`src/sv/bpk_pkg.sv`:
```
`timescale 1ns / 1ps

package bpk_pkg;

  // Widest field the packer takes, used as the default of the top-level parameter.
  localparam int MAX_FIELD_BITS_DEF = 64;

  // Width of the bit count field of an input item.
  localparam int COUNT_W = 7;

  // Width of a packed output byte and of its valid-bit count.
  localparam int BYTE_W = 8;
  localparam int VB_W   = 4;

  // Valid-bit code of a completed byte.
  localparam logic [VB_W-1:0] VB_FULL = 4'd8;

  // Entries in the queue between the front and back parts.
  localparam int QUEUE_DEPTH = 2;

endpackage

```
`src/sv/bpk_front.sv`:
```
`timescale 1ns / 1ps

module bpk_front
  import bpk_pkg::*;
#(
  parameter int MAX_FIELD_BITS = MAX_FIELD_BITS_DEF,
  parameter int IN_W = ((MAX_FIELD_BITS + COUNT_W + 7) / 8) * 8,
  parameter int EW = MAX_FIELD_BITS + COUNT_W + 2
) (
  input  logic            clk,
  input  logic            rst,
  input  logic            s_tvalid,
  output logic            s_tready,
  input  logic [IN_W-1:0] s_tdata,
  input  logic            s_tlast,
  output logic            f_valid,
  input  logic            f_ready,
  output logic [EW-1:0]   f_data
);

  typedef struct packed {
    logic                      err;
    logic                      flush;
    logic [COUNT_W-1:0]        count;
    logic [MAX_FIELD_BITS-1:0] value;
  } entry_t;

  logic [MAX_FIELD_BITS-1:0] in_value;
  logic [COUNT_W-1:0]        in_count;
  logic [MAX_FIELD_BITS-1:0] mask;
  entry_t                    entry_in;
  entry_t                    entry;
  logic                      accept;

  assign in_value = s_tdata[MAX_FIELD_BITS-1:0];
  assign in_count = s_tdata[MAX_FIELD_BITS +: COUNT_W];

  // A shift by the full width or more leaves no ones, so the mask covers every bit then.
  assign mask = ~({MAX_FIELD_BITS{1'b1}} << in_count);

  always_comb begin
    entry_in.err   = in_count > COUNT_W'(MAX_FIELD_BITS);
    entry_in.flush = s_tlast;
    entry_in.count = in_count;
    entry_in.value = in_value & mask;
  end

  assign s_tready = !f_valid || f_ready;
  assign accept   = s_tvalid && s_tready;
  assign f_data   = entry;

  always_ff @(posedge clk) begin
    if (rst) begin
      f_valid <= 1'b0;
    end else if (accept) begin
      f_valid <= 1'b1;
    end else if (f_ready) begin
      f_valid <= 1'b0;
    end
  end

  always_ff @(posedge clk) begin
    if (accept) begin
      entry <= entry_in;
    end
  end

endmodule

```
`src/sv/bpk_queue.sv`:
```
`timescale 1ns / 1ps

module bpk_queue
  import bpk_pkg::*;
#(
  parameter int EW = MAX_FIELD_BITS_DEF + COUNT_W + 2
) (
  input  logic          clk,
  input  logic          rst,
  input  logic          in_valid,
  output logic          in_ready,
  input  logic [EW-1:0] in_data,
  output logic          out_valid,
  input  logic          out_pop,
  output logic [EW-1:0] out_data
);

  localparam int PW = (QUEUE_DEPTH > 1) ? $clog2(QUEUE_DEPTH) : 1;
  localparam int CW = $clog2(QUEUE_DEPTH + 1);

  logic [EW-1:0] slots [QUEUE_DEPTH];
  logic [PW-1:0] wr_ptr;
  logic [PW-1:0] rd_ptr;
  logic [CW-1:0] fill;
  logic          push;
  logic          pop;

  assign in_ready  = fill != CW'(QUEUE_DEPTH);
  assign out_valid = fill != '0;
  assign push      = in_valid && in_ready;
  assign pop       = out_pop && out_valid;
  assign out_data  = slots[rd_ptr];

  always_ff @(posedge clk) begin
    if (rst) begin
      wr_ptr <= '0;
      rd_ptr <= '0;
      fill   <= '0;
    end else begin
      if (push) begin
        wr_ptr <= (wr_ptr == PW'(QUEUE_DEPTH - 1)) ? '0 : wr_ptr + PW'(1);
      end
      if (pop) begin
        rd_ptr <= (rd_ptr == PW'(QUEUE_DEPTH - 1)) ? '0 : rd_ptr + PW'(1);
      end
      if (push && !pop) begin
        fill <= fill + CW'(1);
      end else if (pop && !push) begin
        fill <= fill - CW'(1);
      end
    end
  end

  always_ff @(posedge clk) begin
    if (push) begin
      slots[wr_ptr] <= in_data;
    end
  end

endmodule

```
`src/sv/bpk_back.sv`:
```
`timescale 1ns / 1ps

module bpk_back
  import bpk_pkg::*;
#(
  parameter int MAX_FIELD_BITS = MAX_FIELD_BITS_DEF,
  parameter int EW = MAX_FIELD_BITS + COUNT_W + 2
) (
  input  logic          clk,
  input  logic          rst,
  input  logic          q_valid,
  output logic          q_pop,
  input  logic [EW-1:0] q_data,
  output logic          m_tvalid,
  input  logic          m_tready,
  output logic [15:0]   m_tdata,
  output logic          m_tlast,
  output logic          m_tuser
);

  localparam int AW = MAX_FIELD_BITS + BYTE_W;
  localparam int RW = $clog2(AW + 1);

  typedef struct packed {
    logic                      err;
    logic                      flush;
    logic [COUNT_W-1:0]        count;
    logic [MAX_FIELD_BITS-1:0] value;
  } entry_t;

  entry_t          head;
  logic            busy, busy_next, post_busy;
  logic            err_q, err_next, post_err;
  logic            flush_q, flush_next;
  logic [AW-1:0]   acc, acc_next, post_acc;
  logic [RW-1:0]   rem, rem_next, post_rem;
  logic [RW-1:0]   rem8, total, shamt;
  logic            more, has_results;
  logic            out_free, emit, pop;
  logic [BYTE_W-1:0] e_byte, out_byte;
  logic [VB_W-1:0]   e_vb, out_vb;
  logic            e_last, e_err;
  logic            out_valid, out_last, out_err;

  assign head     = q_data;
  assign out_free = !out_valid || m_tready;
  assign emit     = busy && out_free;

  always_comb begin
    post_busy = busy;
    post_err  = err_q;
    post_acc  = acc;
    post_rem  = rem;
    rem8      = rem - RW'(8);
    more      = 1'b0;
    e_byte    = acc[AW-1 -: BYTE_W];
    e_vb      = VB_FULL;
    e_last    = 1'b0;
    e_err     = 1'b0;
    if (emit) begin
      if (err_q) begin
        e_byte    = '0;
        e_vb      = '0;
        e_last    = 1'b1;
        e_err     = 1'b1;
        post_busy = 1'b0;
        post_err  = 1'b0;
      end else if (rem >= RW'(8)) begin
        more      = (rem8 >= RW'(8)) || (flush_q && (rem8 != '0));
        e_last    = !more;
        post_acc  = acc << BYTE_W;
        post_rem  = rem8;
        post_busy = more;
      end else begin
        e_vb      = VB_W'(rem);
        e_last    = 1'b1;
        post_acc  = '0;
        post_rem  = '0;
        post_busy = 1'b0;
      end
    end

    // The next entry loads in the same cycle as the last byte of the current one.
    pop         = !post_busy && q_valid;
    total       = post_rem + RW'(head.count);
    shamt       = RW'(AW) - total;
    has_results = (total >= RW'(8)) || (head.flush && (total != '0));
    busy_next   = post_busy;
    err_next    = post_err;
    flush_next  = flush_q;
    acc_next    = post_acc;
    rem_next    = post_rem;
    if (pop) begin
      if (head.err) begin
        busy_next = 1'b1;
        err_next  = 1'b1;
      end else begin
        busy_next  = has_results;
        err_next   = 1'b0;
        flush_next = head.flush;
        acc_next   = post_acc | ({{BYTE_W{1'b0}}, head.value} << shamt);
        rem_next   = total;
        if (!has_results && head.flush) begin
          acc_next = '0;
          rem_next = '0;
        end
      end
    end
  end

  assign q_pop = pop;

  always_ff @(posedge clk) begin
    if (rst) begin
      busy      <= 1'b0;
      err_q     <= 1'b0;
      flush_q   <= 1'b0;
      acc       <= '0;
      rem       <= '0;
      out_valid <= 1'b0;
    end else begin
      busy    <= busy_next;
      err_q   <= err_next;
      flush_q <= flush_next;
      acc     <= acc_next;
      rem     <= rem_next;
      if (out_free) begin
        out_valid <= emit;
      end
    end
  end

  always_ff @(posedge clk) begin
    if (emit) begin
      out_byte <= e_byte;
      out_vb   <= e_vb;
      out_last <= e_last;
      out_err  <= e_err;
    end
  end

  assign m_tvalid = out_valid;
  assign m_tdata  = {{(16 - BYTE_W - VB_W){1'b0}}, out_vb, out_byte};
  assign m_tlast  = out_last;
  assign m_tuser  = out_err;

`ifndef SYNTH
  a_idle_partial: assert property (@(posedge clk) disable iff (rst)
    !busy |-> rem < RW'(8))
    else $error("idle with a full byte still held");

  a_err_result: assert property (@(posedge clk) disable iff (rst)
    out_valid && out_err |-> (out_vb == '0) && out_last && (out_byte == '0))
    else $error("malformed error result");

  a_inner_full: assert property (@(posedge clk) disable iff (rst)
    out_valid && !out_last |-> (out_vb == VB_FULL) && !out_err)
    else $error("partial byte emitted before the end of a run");

  a_no_pop_busy: assert property (@(posedge clk) disable iff (rst)
    q_pop |-> !(busy && !emit))
    else $error("queue popped while a stalled entry is in progress");
`endif

endmodule

```
`src/sv/msb_first_bit_packer_core.sv`:
```
// MSB-first variable-length bit packer.
// Input channel s_*: each item carries a field value and a bit count of 0 to
// MAX_FIELD_BITS; its low bits are appended to the stream, most significant first.
// s_tlast set on an item flushes the partially filled byte, padded with zeros.
// Output channel m_*: one item per packed byte, first stream bit in bit 7, with
// the count of meaningful bits; m_tlast marks the final byte caused by one input.
// A count above MAX_FIELD_BITS gives one error item (m_tuser set) and appends nothing.
// With the engine idle, the first byte of an accepted input item passes a front
// register, a two-entry queue and the byte engine with its output register before
// it shows on m_tvalid.
// The byte engine emits one byte per cycle while the receiver takes them, and it
// loads the next item in the cycle in which it emits the last byte of the current one.
// Items that produce no byte do not hold the engine busy.
// Reset clears the partial byte, its fill count, the queue and the output.
// When the receiver stalls, the output item holds, the engine, the queue and then the
// front register fill, and s_tready drops only once all of them are full.

`timescale 1ns / 1ps

module msb_first_bit_packer_core
  import bpk_pkg::*;
#(
  parameter int MAX_FIELD_BITS = MAX_FIELD_BITS_DEF
) (
  input  logic clk,
  input  logic rst,
  input  logic s_tvalid,
  output logic s_tready,
  // Fields from bit 0 up: value, bit_count, zero padding.
  input  logic [((MAX_FIELD_BITS + COUNT_W + 7) / 8) * 8 - 1:0] s_tdata,
  // flush
  input  logic s_tlast,
  output logic m_tvalid,
  input  logic m_tready,
  // Fields from bit 0 up: out_byte, valid_bits, zero padding.
  output logic [15:0] m_tdata,
  // last_of_run
  output logic m_tlast,
  // error
  output logic m_tuser
);

  localparam int EW = MAX_FIELD_BITS + COUNT_W + 2;

  logic          f_valid;
  logic          f_ready;
  logic [EW-1:0] f_data;
  logic          q_valid;
  logic          q_pop;
  logic [EW-1:0] q_data;

  // Front part: takes items in and classifies them (error check, value masking).
  bpk_front #(
    .MAX_FIELD_BITS(MAX_FIELD_BITS),
    .EW(EW)
  ) u_front (
    .clk     (clk),
    .rst     (rst),
    .s_tvalid(s_tvalid),
    .s_tready(s_tready),
    .s_tdata (s_tdata),
    .s_tlast (s_tlast),
    .f_valid (f_valid),
    .f_ready (f_ready),
    .f_data  (f_data)
  );

  // Short queue so that the front keeps accepting while the engine is busy.
  bpk_queue #(
    .EW(EW)
  ) u_queue (
    .clk      (clk),
    .rst      (rst),
    .in_valid (f_valid),
    .in_ready (f_ready),
    .in_data  (f_data),
    .out_valid(q_valid),
    .out_pop  (q_pop),
    .out_data (q_data)
  );

  // Back part: holds the partial byte and emits one packed byte per cycle while m_tready allows.
  bpk_back #(
    .MAX_FIELD_BITS(MAX_FIELD_BITS),
    .EW(EW)
  ) u_back (
    .clk     (clk),
    .rst     (rst),
    .q_valid (q_valid),
    .q_pop   (q_pop),
    .q_data  (q_data),
    .m_tvalid(m_tvalid),
    .m_tready(m_tready),
    .m_tdata (m_tdata),
    .m_tlast (m_tlast),
    .m_tuser (m_tuser)
  );

endmodule
```
`config.mk`:
```
export PLATFORM = sky130hd
export DESIGN_NAME = msb_first_bit_packer_core
export DESIGN_NICKNAME = d
export VERILOG_FILES = /design/src/sv/bpk_pkg.sv /design/src/sv/bpk_front.sv /design/src/sv/bpk_queue.sv /design/src/sv/bpk_back.sv /design/src/sv/msb_first_bit_packer_core.sv
export SDC_FILE = /design/constraint.sdc
export NUM_CORES = 1
export LEC_CHECK = 0
export ABC_AREA = 1
export BUFFER_PORTS_ARGS = -buffer_cell sky130_fd_sc_hd__clkbuf_2
export CAP_MARGIN = 15
export CELL_PAD_IN_SITES_DETAIL_PLACEMENT = 0
export CELL_PAD_IN_SITES_GLOBAL_PLACEMENT = 1
export CORE_ASPECT_RATIO = 0.6
export CORE_UTILIZATION = 35
export DETAILED_ROUTE_END_ITERATION = 8
export HOLD_SLACK_MARGIN = 0.12
export PLACE_DENSITY = 0.65
export SLEW_MARGIN = 20
export SYNTH_ARGS = -nofsm -noshare
export SYNTH_HDL_FRONTEND = slang
export SYNTH_HIERARCHICAL = 1
export SYNTH_SLANG_ARGS = --single-unit
```
`constraint.sdc`:
```
create_clock -name clk -period 8.45 [get_ports clk]
set_clock_uncertainty 0.1 [all_clocks]
set_input_delay 2.535 -clock clk [delete_from_list [all_inputs] [get_ports clk]]
set_output_delay 2.535 -clock clk [all_outputs]
set_load 0.005 [all_outputs]
```
==> results of run 1 <==
==> synthesized netlist by cell type, types with 11 or more instances <==
master / count
sky130_fd_sc_hd__nor2_1: 98
sky130_fd_sc_hd__edfxtp_1: 233
sky130_fd_sc_hd__nand3_1: 264
sky130_fd_sc_hd__o22ai_1: 57
sky130_fd_sc_hd__buf_1: 15
sky130_fd_sc_hd__ha_1: 12
sky130_fd_sc_hd__o21ai_0: 53
sky130_fd_sc_hd__a21oi_1: 104
sky130_fd_sc_hd__inv_2: 11
sky130_fd_sc_hd__clkbuf_1: 38
sky130_fd_sc_hd__nand2_1: 917
sky130_fd_sc_hd__nand2_2: 14
sky130_fd_sc_hd__o21ai_1: 14
sky130_fd_sc_hd__buf_4: 18
sky130_fd_sc_hd__mux2_4: 70
sky130_fd_sc_hd__a21boi_0: 14
sky130_fd_sc_hd__dfxtp_1: 89
sky130_fd_sc_hd__inv_1: 202
sky130_fd_sc_hd__buf_2: 49
==> kinds of logic after synthesis <==
| family | Yosys count |
|---|---|
| buffers and inverters | 349 |
| AO/OA/AOI/OAI | 260 |
| AND/OR/NAND/NOR | 1319 |
| XOR/XNOR | 1 |
| adder cells (fa/ha/maj) | 13 |
| other | 1 |
| multiplexers | 73 |
| flip-flops | 322 |
==> metal layers <==
layer  routed length [um]  share of wire
met5                    0              0
met4                  735          0.013
met3                 3790          0.069
met2                21900           0.40
met1                28400           0.52
==> final timing paths <==
path / startpoint / to / slack, ps / cells past startpoint
hold / removal: u_front/f_data[16] / u_queue/slots[0][16] / 340 / 0
setup / recovery: m_tready / u_back/acc[38] / 1490 / 23
hold reg to reg: u_front/f_data[16] / u_queue/slots[0][16] / 340 / 0
setup reg to reg: u_back/rem[3] / u_back/acc[64] / 2820 / 22
==> sequential cells by signal, indices dropped and copies added, names as in the netlist, named ones only <==
name,cells
u_queue/slots,146
u_front/f_data,73
u_back/acc,72
u_back/out_byte,8
u_back/rem,7
u_back/out_vb,4
u_queue/fill,2
u_back/busy,1
u_back/err_q,1
u_back/flush_q,1
u_back/m_tlast,1
u_back/m_tuser,1
u_back/m_tvalid,1
u_front/f_valid,1
u_queue/rd_ptr,1
u_queue/wr_ptr,1
==> critical path, cell delays in order <==
cell	delay, ps
sky130_fd_sc_hd__clkbuf_2	70
sky130_fd_sc_hd__inv_1	30
sky130_fd_sc_hd__nand2_1	80
sky130_fd_sc_hd__nand2_2	100
sky130_fd_sc_hd__nor2_4	100
sky130_fd_sc_hd__buf_4	620
sky130_fd_sc_hd__nand2_2	220
sky130_fd_sc_hd__o21ai_0	460
sky130_fd_sc_hd__ha_1	370
sky130_fd_sc_hd__nand2_1	100
sky130_fd_sc_hd__nand2_1	70
sky130_fd_sc_hd__inv_1	70
sky130_fd_sc_hd__nand2_1	50
sky130_fd_sc_hd__nand2_1	60
sky130_fd_sc_hd__nand2_1	210
sky130_fd_sc_hd__nand3_1	190
sky130_fd_sc_hd__nor2_1	70
sky130_fd_sc_hd__nand4_1	70
sky130_fd_sc_hd__nor2_1	60
sky130_fd_sc_hd__nor2_2	700
sky130_fd_sc_hd__inv_2	570
sky130_fd_sc_hd__buf_4	360
sky130_fd_sc_hd__a21oi_1	130
==> cells in the final DEF (no fill, tap or decap), types with 3 or more instances in the layout <==
cell                           n
sky130_fd_sc_hd__a21boi_0     14
sky130_fd_sc_hd__a21boi_1      5
sky130_fd_sc_hd__a21oi_1     103
sky130_fd_sc_hd__buf_4        24
sky130_fd_sc_hd__bufinv_16     4
sky130_fd_sc_hd__clkbuf_16    31
sky130_fd_sc_hd__clkbuf_2     91
sky130_fd_sc_hd__clkinv_1      6
sky130_fd_sc_hd__clkinv_2      3
sky130_fd_sc_hd__clkinvlp_4    5
sky130_fd_sc_hd__conb_1        4
sky130_fd_sc_hd__dfxtp_1      88
sky130_fd_sc_hd__edfxtp_1    233
sky130_fd_sc_hd__ha_1         10
sky130_fd_sc_hd__inv_1       200
sky130_fd_sc_hd__inv_2        12
sky130_fd_sc_hd__inv_6         4
sky130_fd_sc_hd__mux2_2        3
sky130_fd_sc_hd__mux2_4       70
sky130_fd_sc_hd__nand2_1     916
sky130_fd_sc_hd__nand2_2      13
sky130_fd_sc_hd__nand2_4       4
sky130_fd_sc_hd__nand3_1     264
sky130_fd_sc_hd__nand4_1       6
sky130_fd_sc_hd__nor2_1       96
sky130_fd_sc_hd__nor2_2        4
sky130_fd_sc_hd__nor2_4        4
sky130_fd_sc_hd__nor3_1        4
sky130_fd_sc_hd__o21a_1        5
sky130_fd_sc_hd__o21ai_0      53
sky130_fd_sc_hd__o21ai_1      14
sky130_fd_sc_hd__o22ai_1      57
==> final cells by class <==
cell class / count / share of cell area
Clock buffer: 33 / 0.0385
Sequential cell: 322 / 0.431
Clock inverter: 22 / 0.0114
Timing Repair Buffer: 115 / 0.0312
Multi-Input combinational cell: 1670 / 0.405
Antenna cell: 1 / 0.000123
Tap cell: 693 / 0.0426
Inverter: 216 / 0.0402
==> metrics by stage <==
step | instances | hold WS, ps
finish | 3072 | 342
global route | 3071 | 351
CTS | 3071 | 345
detailed placement | 3016 | 333
global placement | 3016 | 323
floorplan | 2341 | 321
==> results_tabular.tex, run 1 <==
\begin{tabular}{lr}
\hline
Metric & Value \\
\hline
\multicolumn{2}{l}{\textbf{Place}} \\
IO buf count & 91 \\
Global placer's final weighted congestion & 0.898 \\
Pre-CTS worst setup slack & 878 ps \\
Half-perimeter wire length of the detailed placement result & 41.1 mm \\
Total cell area at the placement stage & 19,300 sq um \\
\multicolumn{2}{l}{\textbf{Detailed routing}} \\
Number of optimization iterations in the first detailed-route pass & 7 \\
Via count & 15,400 \\
Routed WL & 54.8 mm \\
Count of nets left with antenna violations after detail routing & 0 \\
Iter 0 DRT Violations & 1,449 \\
Per-cell routed wire length & 17.8 um \\
Remaining routing DRC violations & 0 \\
Post-detailed-route via-to-cell ratio & 5.01 \\
\multicolumn{2}{l}{\textbf{Critical path}} \\
Worst endpoint data arrival time & 7370 ps \\
CP Max Fanout & 76 \\
Crit start category & input pin \\
Required time at the endpoint of the critical path & 8860 ps \\
CP Class & input pin to flop \\
Endpoint class of the critical path & flop \\
\multicolumn{2}{l}{\textbf{Die}} \\
Total die area & 54,000 sq um \\
Area of the core region & 51,600 sq um \\
Die Ht & 180 um \\
Cell Rows & 64 \\
Starting density of the core & 0.359 \\
Top-level port count & 97 \\
Die X & 299 um \\
\multicolumn{2}{l}{\textbf{STA}} \\
Worst Slack Setup Final & 1490 ps \\
Setup violators final & 0 \\
Final period demand of the worst path & 6960 ps \\
Relative slew margins & 0.321 \\
Number of hold violations in the final report & 0 \\
Ratio of final minimum period to clock period & 0.824 \\
Max Fclk & 0.144 GHz \\
RSZ-0062 raised after global routing & no \\
Final-report max-slew violation count & 0 \\
Measured slew at the worst slew-check pin & 1020 ps \\
TNS Setup & 0 ps \\
\multicolumn{2}{l}{\textbf{Global route}} \\
Grt met2 use & 0.286 \\
Antenna violations before repair & 0 \\
GR Util All Layers & 0.203 \\
Gr busiest metal & met1 \\
Final global-route overflow total & 0 \\
Vias in the first global route & 14,700 \\
Global-route met1 utilization & 0.322 \\
Maximum number of pins on one net before global-route repair & 77 \\
Global-route wire length before repair & 85.6 mm \\
Met3 usage in global routing & 0.0398 \\
\multicolumn{2}{l}{\textbf{Clocking}} \\
Total clock buffers created by CTS & 31 \\
Hold-fix buffers at CTS & 0 \\
Clock-pin transition on the worst setup and hold timing paths & 60 ps \\
Maximum number of buffers from clock root to sink & 3 \\
TritonCTS sink count & 322 \\
Resize count post-CTS & 0 \\
Clock tree from TritonCTS & built \\
Number of H-tree levels & 1 \\
Post-CTS repair timing setup buffer count & 0 \\
CTS root buf & sky130\_fd\_sc\_hd\_\_clkbuf\_16 \\
Clock network latency to the later pin of the worst-skew pair & 600 ps \\
\multicolumn{2}{l}{\textbf{Run}} \\
Max\_cap viols & 0 \\
\multicolumn{2}{l}{\textbf{Final layout}} \\
Fraction of final layout cells with drive strength greater than 1 & 0.121 \\
Cell area after layout & 20,400 sq um \\
End-of-flow core utilization & 0.394 \\
Net total in the final layout & 2,446 \\
Multi-input gate area & 8240 sq um \\
Area growth from synthesis to final layout & 9.69\% \\
Number of filler cells placed in the layout & 5,331 \\
Area taken by flip-flops and latches & 8780 sq um \\
\multicolumn{2}{l}{\textbf{Synthesis}} \\
Yosys synthesis warning count & 6 \\
Synth Area per Inst & 7.94 sq um \\
Share of Yosys cell area claimed by the top area cell type & 0.377 \\
Fraction of synthesis flops using an asynchronous set or reset pin & 0 \\
Cell type contributing the most total cell area after synthesis & sky130\_fd\_sc\_hd\_\_edfxtp\_1 \\
Count of unique library cells instantiated by Yosys & 47 \\
Synth Area in Adders & 0.00917 \\
Share of synthesized area occupied by flip-flops and latches & 0.473 \\
Leading register cell type out of synthesis & sky130\_fd\_sc\_hd\_\_edfxtp\_1 \\
Number of instances in the synthesized netlist & 2,338 \\
\#FFs+latches synth & 322 \\
Synthesized cell area & 18,600 sq um \\
Simple-gate area share of the yosys netlist & 0.294 \\
Largest family of logic cells by synthesized area & simple AND/OR/NAND/NOR gates \\
Synth Area in XOR/XNOR & 0.000472 \\
Main area contributors after synthesis & sky130\_fd\_sc\_hd\_\_edfxtp\_1, sky130\_fd\_sc\_hd\_\_nand2\_1, sky130\_fd\_sc\_hd\_\_dfxtp\_1 \\
Multiplexer area fraction after synthesis & 0.0584 \\
Count of flip-flops with a built-in enable after synthesis & 233 \\
Complex-gate fraction of the synthesized area & 0.0785 \\
\multicolumn{2}{l}{\textbf{Run status}} \\
Outcome & finished clean \\
\multicolumn{2}{l}{\textbf{Hold path}} \\
Worst min-delay path category & flop to flop \\
\hline
\end{tabular}
Power of run 1 is left out: the tool's default activity adds up to more than one toggle a clock period on the data nets, which glitch-free logic cannot reach.
==> run 2: changes to the inputs <==
clock period = 7.2 ns   (was 8.45 ns; I/O delays follow)
==> run 2 against run 1 <==
Register-to-register slack lost 820 ps. Flip-flop and latch count stayed put. Critical path depth increased by 2. Worst setup slack got worse by 430 ps. Global-route usage shrank 0.061 points. Routed wire length about the same. Via count hardly changed. Sequential share of layout area is 0.15 points lower. Non-clock buffer count rose by 2. Clock-buffer cell count is 11 higher. Die area unchanged.
==> results_tabular.tex, run 2 (synthesis results as in run 1) <==
\begin{tabular}{lr}
\hline
Metric & Value \\
\hline
\multicolumn{2}{l}{\textbf{Run status}} \\
Outcome & finished clean \\
\multicolumn{2}{l}{\textbf{Global route}} \\
Antenna violations before repair & 1 \\
Vias in the first global route & 14,700 \\
Grt met2 use & 0.287 \\
GR Util All Layers & 0.203 \\
Global-route met1 utilization & 0.322 \\
Met3 usage in global routing & 0.0329 \\
Global-route wire length before repair & 84.3 mm \\
Final global-route overflow total & 0 \\
Gr busiest metal & met1 \\
Maximum number of pins on one net before global-route repair & 77 \\
\multicolumn{2}{l}{\textbf{Place}} \\
Global placer's final weighted congestion & 0.894 \\
IO buf count & 91 \\
Half-perimeter wire length of the detailed placement result & 41.3 mm \\
\multicolumn{2}{l}{\textbf{Final layout}} \\
Most common library cell in the layout ignoring fill and taps & sky130\_fd\_sc\_hd\_\_nand2\_1 \\
Number of filler cells placed in the layout & 5,348 \\
Net total in the final layout & 2,451 \\
Number of flip-flops in the largest register & 146 \\
Fraction of final layout cells with drive strength greater than 1 & 0.121 \\
Top library cells by usage in the layout, fill and taps aside & sky130\_fd\_sc\_hd\_\_nand2\_1, sky130\_fd\_sc\_hd\_\_nand3\_1, sky130\_fd\_sc\_hd\_\_edfxtp\_1 \\
Antenna diode count & 0 \\
Largest Register & u\_queue/slots \\
Area growth from synthesis to final layout & 10.1\% \\
\multicolumn{2}{l}{\textbf{Clocking}} \\
Post-CTS repair timing setup buffer count & 0 \\
TritonCTS sink count & 322 \\
Hold-fix buffers at CTS & 0 \\
CTS root buf & sky130\_fd\_sc\_hd\_\_clkbuf\_16 \\
Maximum number of buffers from clock root to sink & 3 \\
Clock-pin transition on the worst setup and hold timing paths & 60 ps \\
Total clock buffers created by CTS & 34 \\
Clock network latency to the later pin of the worst-skew pair & 540 ps \\
Clock tree from TritonCTS & built \\
Number of H-tree levels & 2 \\
Resize count post-CTS & 0 \\
\multicolumn{2}{l}{\textbf{Detailed routing}} \\
Count of nets left with antenna violations after detail routing & 0 \\
Per-cell routed wire length & 17.8 um \\
Routed WL & 54.8 mm \\
Iter 0 DRT Violations & 1,208 \\
Remaining routing DRC violations & 0 \\
Number of optimization iterations in the first detailed-route pass & 6 \\
Via count & 15,400 \\
Post-detailed-route via-to-cell ratio & 5.00 \\
\multicolumn{2}{l}{\textbf{STA}} \\
Relative slew margins & 0.316 \\
Number of hold violations in the final report & 0 \\
Measured slew at the worst slew-check pin & 1030 ps \\
Setup violators final & 0 \\
Max Fclk & 0.163 GHz \\
TNS Setup & 0 ps \\
Ratio of final minimum period to clock period & 0.853 \\
Final-report max-slew violation count & 0 \\
RSZ-0062 raised after global routing & no \\
Final period demand of the worst path & 6140 ps \\
\multicolumn{2}{l}{\textbf{Die}} \\
Total die area & 54,000 sq um \\
Die Ht & 180 um \\
Top-level port count & 97 \\
Starting density of the core & 0.359 \\
Area of the core region & 51,600 sq um \\
Die X & 299 um \\
Cell Rows & 64 \\
\multicolumn{2}{l}{\textbf{Critical path}} \\
CP Max Fanout & 49 \\
Crit start category & input pin \\
Start point of the critical path & m\_tready \\
Endpoint class of the critical path & flop \\
Slack of the worst reg-to-reg path & 2000 ps \\
Crit Reg-Reg Startpoint & u\_back/rem[3] \\
CP Capture Point & u\_back/acc[48] \\
Worst endpoint data arrival time & 6430 ps \\
Required time at the endpoint of the critical path & 7490 ps \\
Terminus of the critical flop-to-flop path & u\_back/acc[48] \\
Number of cells on the worst reg-to-reg path & 24 \\
CP Class & input pin to flop \\
\multicolumn{2}{l}{\textbf{Hold path}} \\
Worst min-delay path category & flop to flop \\
\multicolumn{2}{l}{\textbf{Run}} \\
Max\_cap viols & 0 \\
\hline
\end{tabular}
==> run 2: worst min path at each step <==
stage	cells after the start	slack, ps	startpoint	end
after global placement	0	320	u_front/f_data[31]	u_queue/slots[0][31]
final	0	340	u_front/f_data[69]	u_queue/slots[0][69]
after detailed placement	0	330	u_front/f_data[47]	u_queue/slots[1][47]
after global routing	0	350	u_front/f_data[69]	u_queue/slots[0][69]
after CTS	0	340	u_front/f_data[70]	u_queue/slots[0][70]
after floorplan	0	320	u_front/f_data[0]	u_queue/slots[0][0]
==> run 2: per-layer routing <==
| layer | vias up | routed length [um] |
|---|---|---|
| met1 | 7279 | 28500 |
| met2 | 357 | 22100 |
| li1 | 7691 | - |
| met3 | 53 | 3370 |
| met4 | 2 | 619 |
| met5 | - | 135 |
==> run 2: critical path: stages <==
cell and delay (ps):
sky130_fd_sc_hd__clkbuf_2 80, sky130_fd_sc_hd__inv_1 40, sky130_fd_sc_hd__nand2_1 70, sky130_fd_sc_hd__nand2_2 120
sky130_fd_sc_hd__nor2_4 40, sky130_fd_sc_hd__inv_2 250, sky130_fd_sc_hd__nor2_1 110, sky130_fd_sc_hd__nor2_1 270
sky130_fd_sc_hd__ha_2 280, sky130_fd_sc_hd__inv_1 60, sky130_fd_sc_hd__fa_1 510, sky130_fd_sc_hd__ha_2 390
sky130_fd_sc_hd__buf_4 450, sky130_fd_sc_hd__buf_4 320, sky130_fd_sc_hd__nand3_1 100, sky130_fd_sc_hd__nand2_1 220
sky130_fd_sc_hd__nand2_1 90, sky130_fd_sc_hd__nand2_1 170, sky130_fd_sc_hd__nand2_1 80, sky130_fd_sc_hd__nand2_1 120
sky130_fd_sc_hd__nand2_1 60, sky130_fd_sc_hd__o21ai_0 110, sky130_fd_sc_hd__nand2_1 80, sky130_fd_sc_hd__nand3_1 110
sky130_fd_sc_hd__a21oi_1 70
==> run 2: area by class of cell <==
class                      count  area (sq um)  area share
clock buffer                  44           898      0.0440
timing repair buffer         117           676      0.0331
multi-input combinational   1670          8230       0.403
clock inverter                15           159     0.00778
tap                          693           867      0.0424
inverter                     216           818      0.0401
sequential                   322          8780       0.430
==> run 2: per-stage QoR <==
stage / setup slack [ps] / util / std cells / hold WS, ps / area [sq um]
2_1_floorplan: 834 / - / 2341 / 321 / 18600
3_3_place_gp: 585 / 0.375 / 3018 / 324 / 19400
3_5_place_dp: 581 / 0.375 / 3018 / 330 / 19400
4_1_cts: 1160 / 0.396 / 3077 / 342 / 20400
5_1_grt: 738 / 0.396 / 3077 / 346 / 20400
6_report: 1060 / 0.396 / 3077 / 345 / 20400
Power of run 2 is left out for the same reason.
==> run 3: changes to the inputs <==
CORE_UTILIZATION = 47   (was 35)
PLACE_DENSITY = 0.83   (was 0.65)
clock period = 6.9 ns   (was 7.2 ns; I/O delays follow)
==> run 3 against run 2 <==
Routed wire length is 4.9% lower. Critical endpoint is now u_back/acc[65]. Register-to-register slack got worse by 540 ps. Flip-flop and latch count unchanged. Critical path depth shrank 1.
==> results_tabular.tex, run 3 (synthesis results as in run 1) <==
\begin{tabular}{lr}
\hline
Metric & Value \\
\hline
\multicolumn{2}{l}{\textbf{Global route}} \\
GR Util All Layers & 0.259 \\
Antenna violations before repair & 1 \\
Final global-route overflow total & 0 \\
Vias in the first global route & 14,600 \\
Maximum number of pins on one net before global-route repair & 77 \\
Global-route wire length before repair & 80.5 mm \\
\multicolumn{2}{l}{\textbf{STA}} \\
Max Fclk & 0.166 GHz \\
Measured slew at the worst slew-check pin & 1020 ps \\
Setup violators final & 0 \\
TNS Setup & 0 ps \\
Relative slew margins & 0.318 \\
RSZ-0062 raised after global routing & no \\
Number of hold violations in the final report & 0 \\
Final-report max-slew violation count & 0 \\
Worst Slack Setup Final & 863 ps \\
Final period demand of the worst path & 6040 ps \\
Ratio of final minimum period to clock period & 0.875 \\
\multicolumn{2}{l}{\textbf{Clocking}} \\
Maximum number of buffers from clock root to sink & 3 \\
Clock tree from TritonCTS & built \\
Hold-fix buffers at CTS & 0 \\
CTS root buf & sky130\_fd\_sc\_hd\_\_clkbuf\_16 \\
Clock-pin transition on the worst setup and hold timing paths & 60 ps \\
TritonCTS sink count & 322 \\
Number of H-tree levels & 1 \\
Clock network latency to the later pin of the worst-skew pair & 590 ps \\
Total clock buffers created by CTS & 31 \\
Resize count post-CTS & 0 \\
Post-CTS repair timing setup buffer count & 0 \\
\multicolumn{2}{l}{\textbf{Run status}} \\
Outcome & finished clean \\
\multicolumn{2}{l}{\textbf{Detailed routing}} \\
Per-cell routed wire length & 18.0 um \\
Count of nets left with antenna violations after detail routing & 0 \\
Number of optimization iterations in the first detailed-route pass & 6 \\
Remaining routing DRC violations & 0 \\
Post-detailed-route via-to-cell ratio & 5.41 \\
Via count & 15,700 \\
Routed WL & 52.1 mm \\
Iter 0 DRT Violations & 1,724 \\
\multicolumn{2}{l}{\textbf{Critical path}} \\
CP Max Fanout & 16 \\
Worst endpoint data arrival time & 6410 ps \\
Required time at the endpoint of the critical path & 7270 ps \\
Number of cells on the worst reg-to-reg path & 23 \\
Endpoint class of the critical path & flop \\
CP Class & input pin to flop \\
Crit start category & input pin \\
Slack of the worst reg-to-reg path & 1460 ps \\
\multicolumn{2}{l}{\textbf{Final layout}} \\
Most common library cell in the layout ignoring fill and taps & sky130\_fd\_sc\_hd\_\_nand2\_1 \\
Net total in the final layout & 2,450 \\
Number of filler cells placed in the layout & 3,708 \\
Fraction of final layout cells with drive strength greater than 1 & 0.121 \\
Largest Register & u\_queue/slots \\
Cell area after layout & 20,200 sq um \\
Top library cells by usage in the layout, fill and taps aside & sky130\_fd\_sc\_hd\_\_nand2\_1, sky130\_fd\_sc\_hd\_\_nand3\_1, sky130\_fd\_sc\_hd\_\_edfxtp\_1 \\
Antenna diode count & 0 \\
Number of flip-flops in the largest register & 146 \\
Non-filler instance count after layout & 2,898 \\
Area growth from synthesis to final layout & 8.76\% \\
\multicolumn{2}{l}{\textbf{Place}} \\
Half-perimeter wire length of the detailed placement result & 38.9 mm \\
Instance count after placement with tap cells included & 2,840 \\
IO buf count & 91 \\
Pre-CTS worst setup slack & 391 ps \\
Global placer's final weighted congestion & 0.929 \\
Total cell area at the placement stage & 19,200 sq um \\
\multicolumn{2}{l}{\textbf{Die}} \\
Area of the core region & 38,300 sq um \\
Total die area & 40,300 sq um \\
Top-level port count & 97 \\
Die X & 259 um \\
Cell Rows & 55 \\
Die Ht & 156 um \\
Starting density of the core & 0.485 \\
\multicolumn{2}{l}{\textbf{Hold path}} \\
Hold Path Cell Cnt & 0 \\
Worst min-delay path category & flop to flop \\
\multicolumn{2}{l}{\textbf{Run}} \\
Max\_cap viols & 0 \\
\hline
\end{tabular}
[run 3: final cells by class]
cell class / instances / area, sq um / area share
repair buffers: 119 / 728 / 0.0361
multi-input cells: 1670 / 8230 / 0.408
flip-flops and latches: 322 / 8780 / 0.435
clock inverters: 21 / 191 / 0.00948
inverters: 216 / 818 / 0.0405
well taps: 513 / 642 / 0.0318
clock buffers: 37 / 798 / 0.0395
[run 3: critical path, stage by stage]
cell and delay (ps):
sky130_fd_sc_hd__clkbuf_2 80, sky130_fd_sc_hd__inv_1 40, sky130_fd_sc_hd__nand2_1 70, sky130_fd_sc_hd__nand2_2 120
sky130_fd_sc_hd__nor2_4 50, sky130_fd_sc_hd__inv_2 70, sky130_fd_sc_hd__nor2_1 50, sky130_fd_sc_hd__nor2_1 250
sky130_fd_sc_hd__ha_2 280, sky130_fd_sc_hd__inv_1 60, sky130_fd_sc_hd__fa_1 520, sky130_fd_sc_hd__ha_2 390
sky130_fd_sc_hd__clkinv_1 460, sky130_fd_sc_hd__buf_4 390, sky130_fd_sc_hd__o21ai_0 640, sky130_fd_sc_hd__nand2_1 120
sky130_fd_sc_hd__nand2_1 110, sky130_fd_sc_hd__nand2_1 60, sky130_fd_sc_hd__nand2_1 120, sky130_fd_sc_hd__nand2_1 70
sky130_fd_sc_hd__nand3_1 130, sky130_fd_sc_hd__nand3_1 100, sky130_fd_sc_hd__nand2_1 80, sky130_fd_sc_hd__a21oi_1 50
[run 3: per-layer routing]
layer,vias up,track usage,wire (um)
met4,0,0.0434,733
met1,7405,0.402,25600
li1,7700,-,-
met3,49,0.0564,4610
met5,-,0,0
met2,533,0.369,21100
[run 3: worst paths after layout]
path                                          from                    to
worst min register to register  u_front/f_data[65]  u_queue/slots[0][65]
worst min-delay path            u_front/f_data[65]  u_queue/slots[0][65]
worst max-delay path                      m_tready        u_back/acc[65]
worst max register to register       u_back/rem[3]        u_back/acc[65]
[run 3: per-stage QoR]
step / hold slack, ps / utilization
6_report: 340 / 0.528
3_3_place_gp: 323 / 0.502
5_1_grt: 347 / 0.528
3_5_place_dp: 329 / 0.502
2_1_floorplan: 321 / -
4_1_cts: 342 / 0.528
Power of run 3 is left out for the same reason.
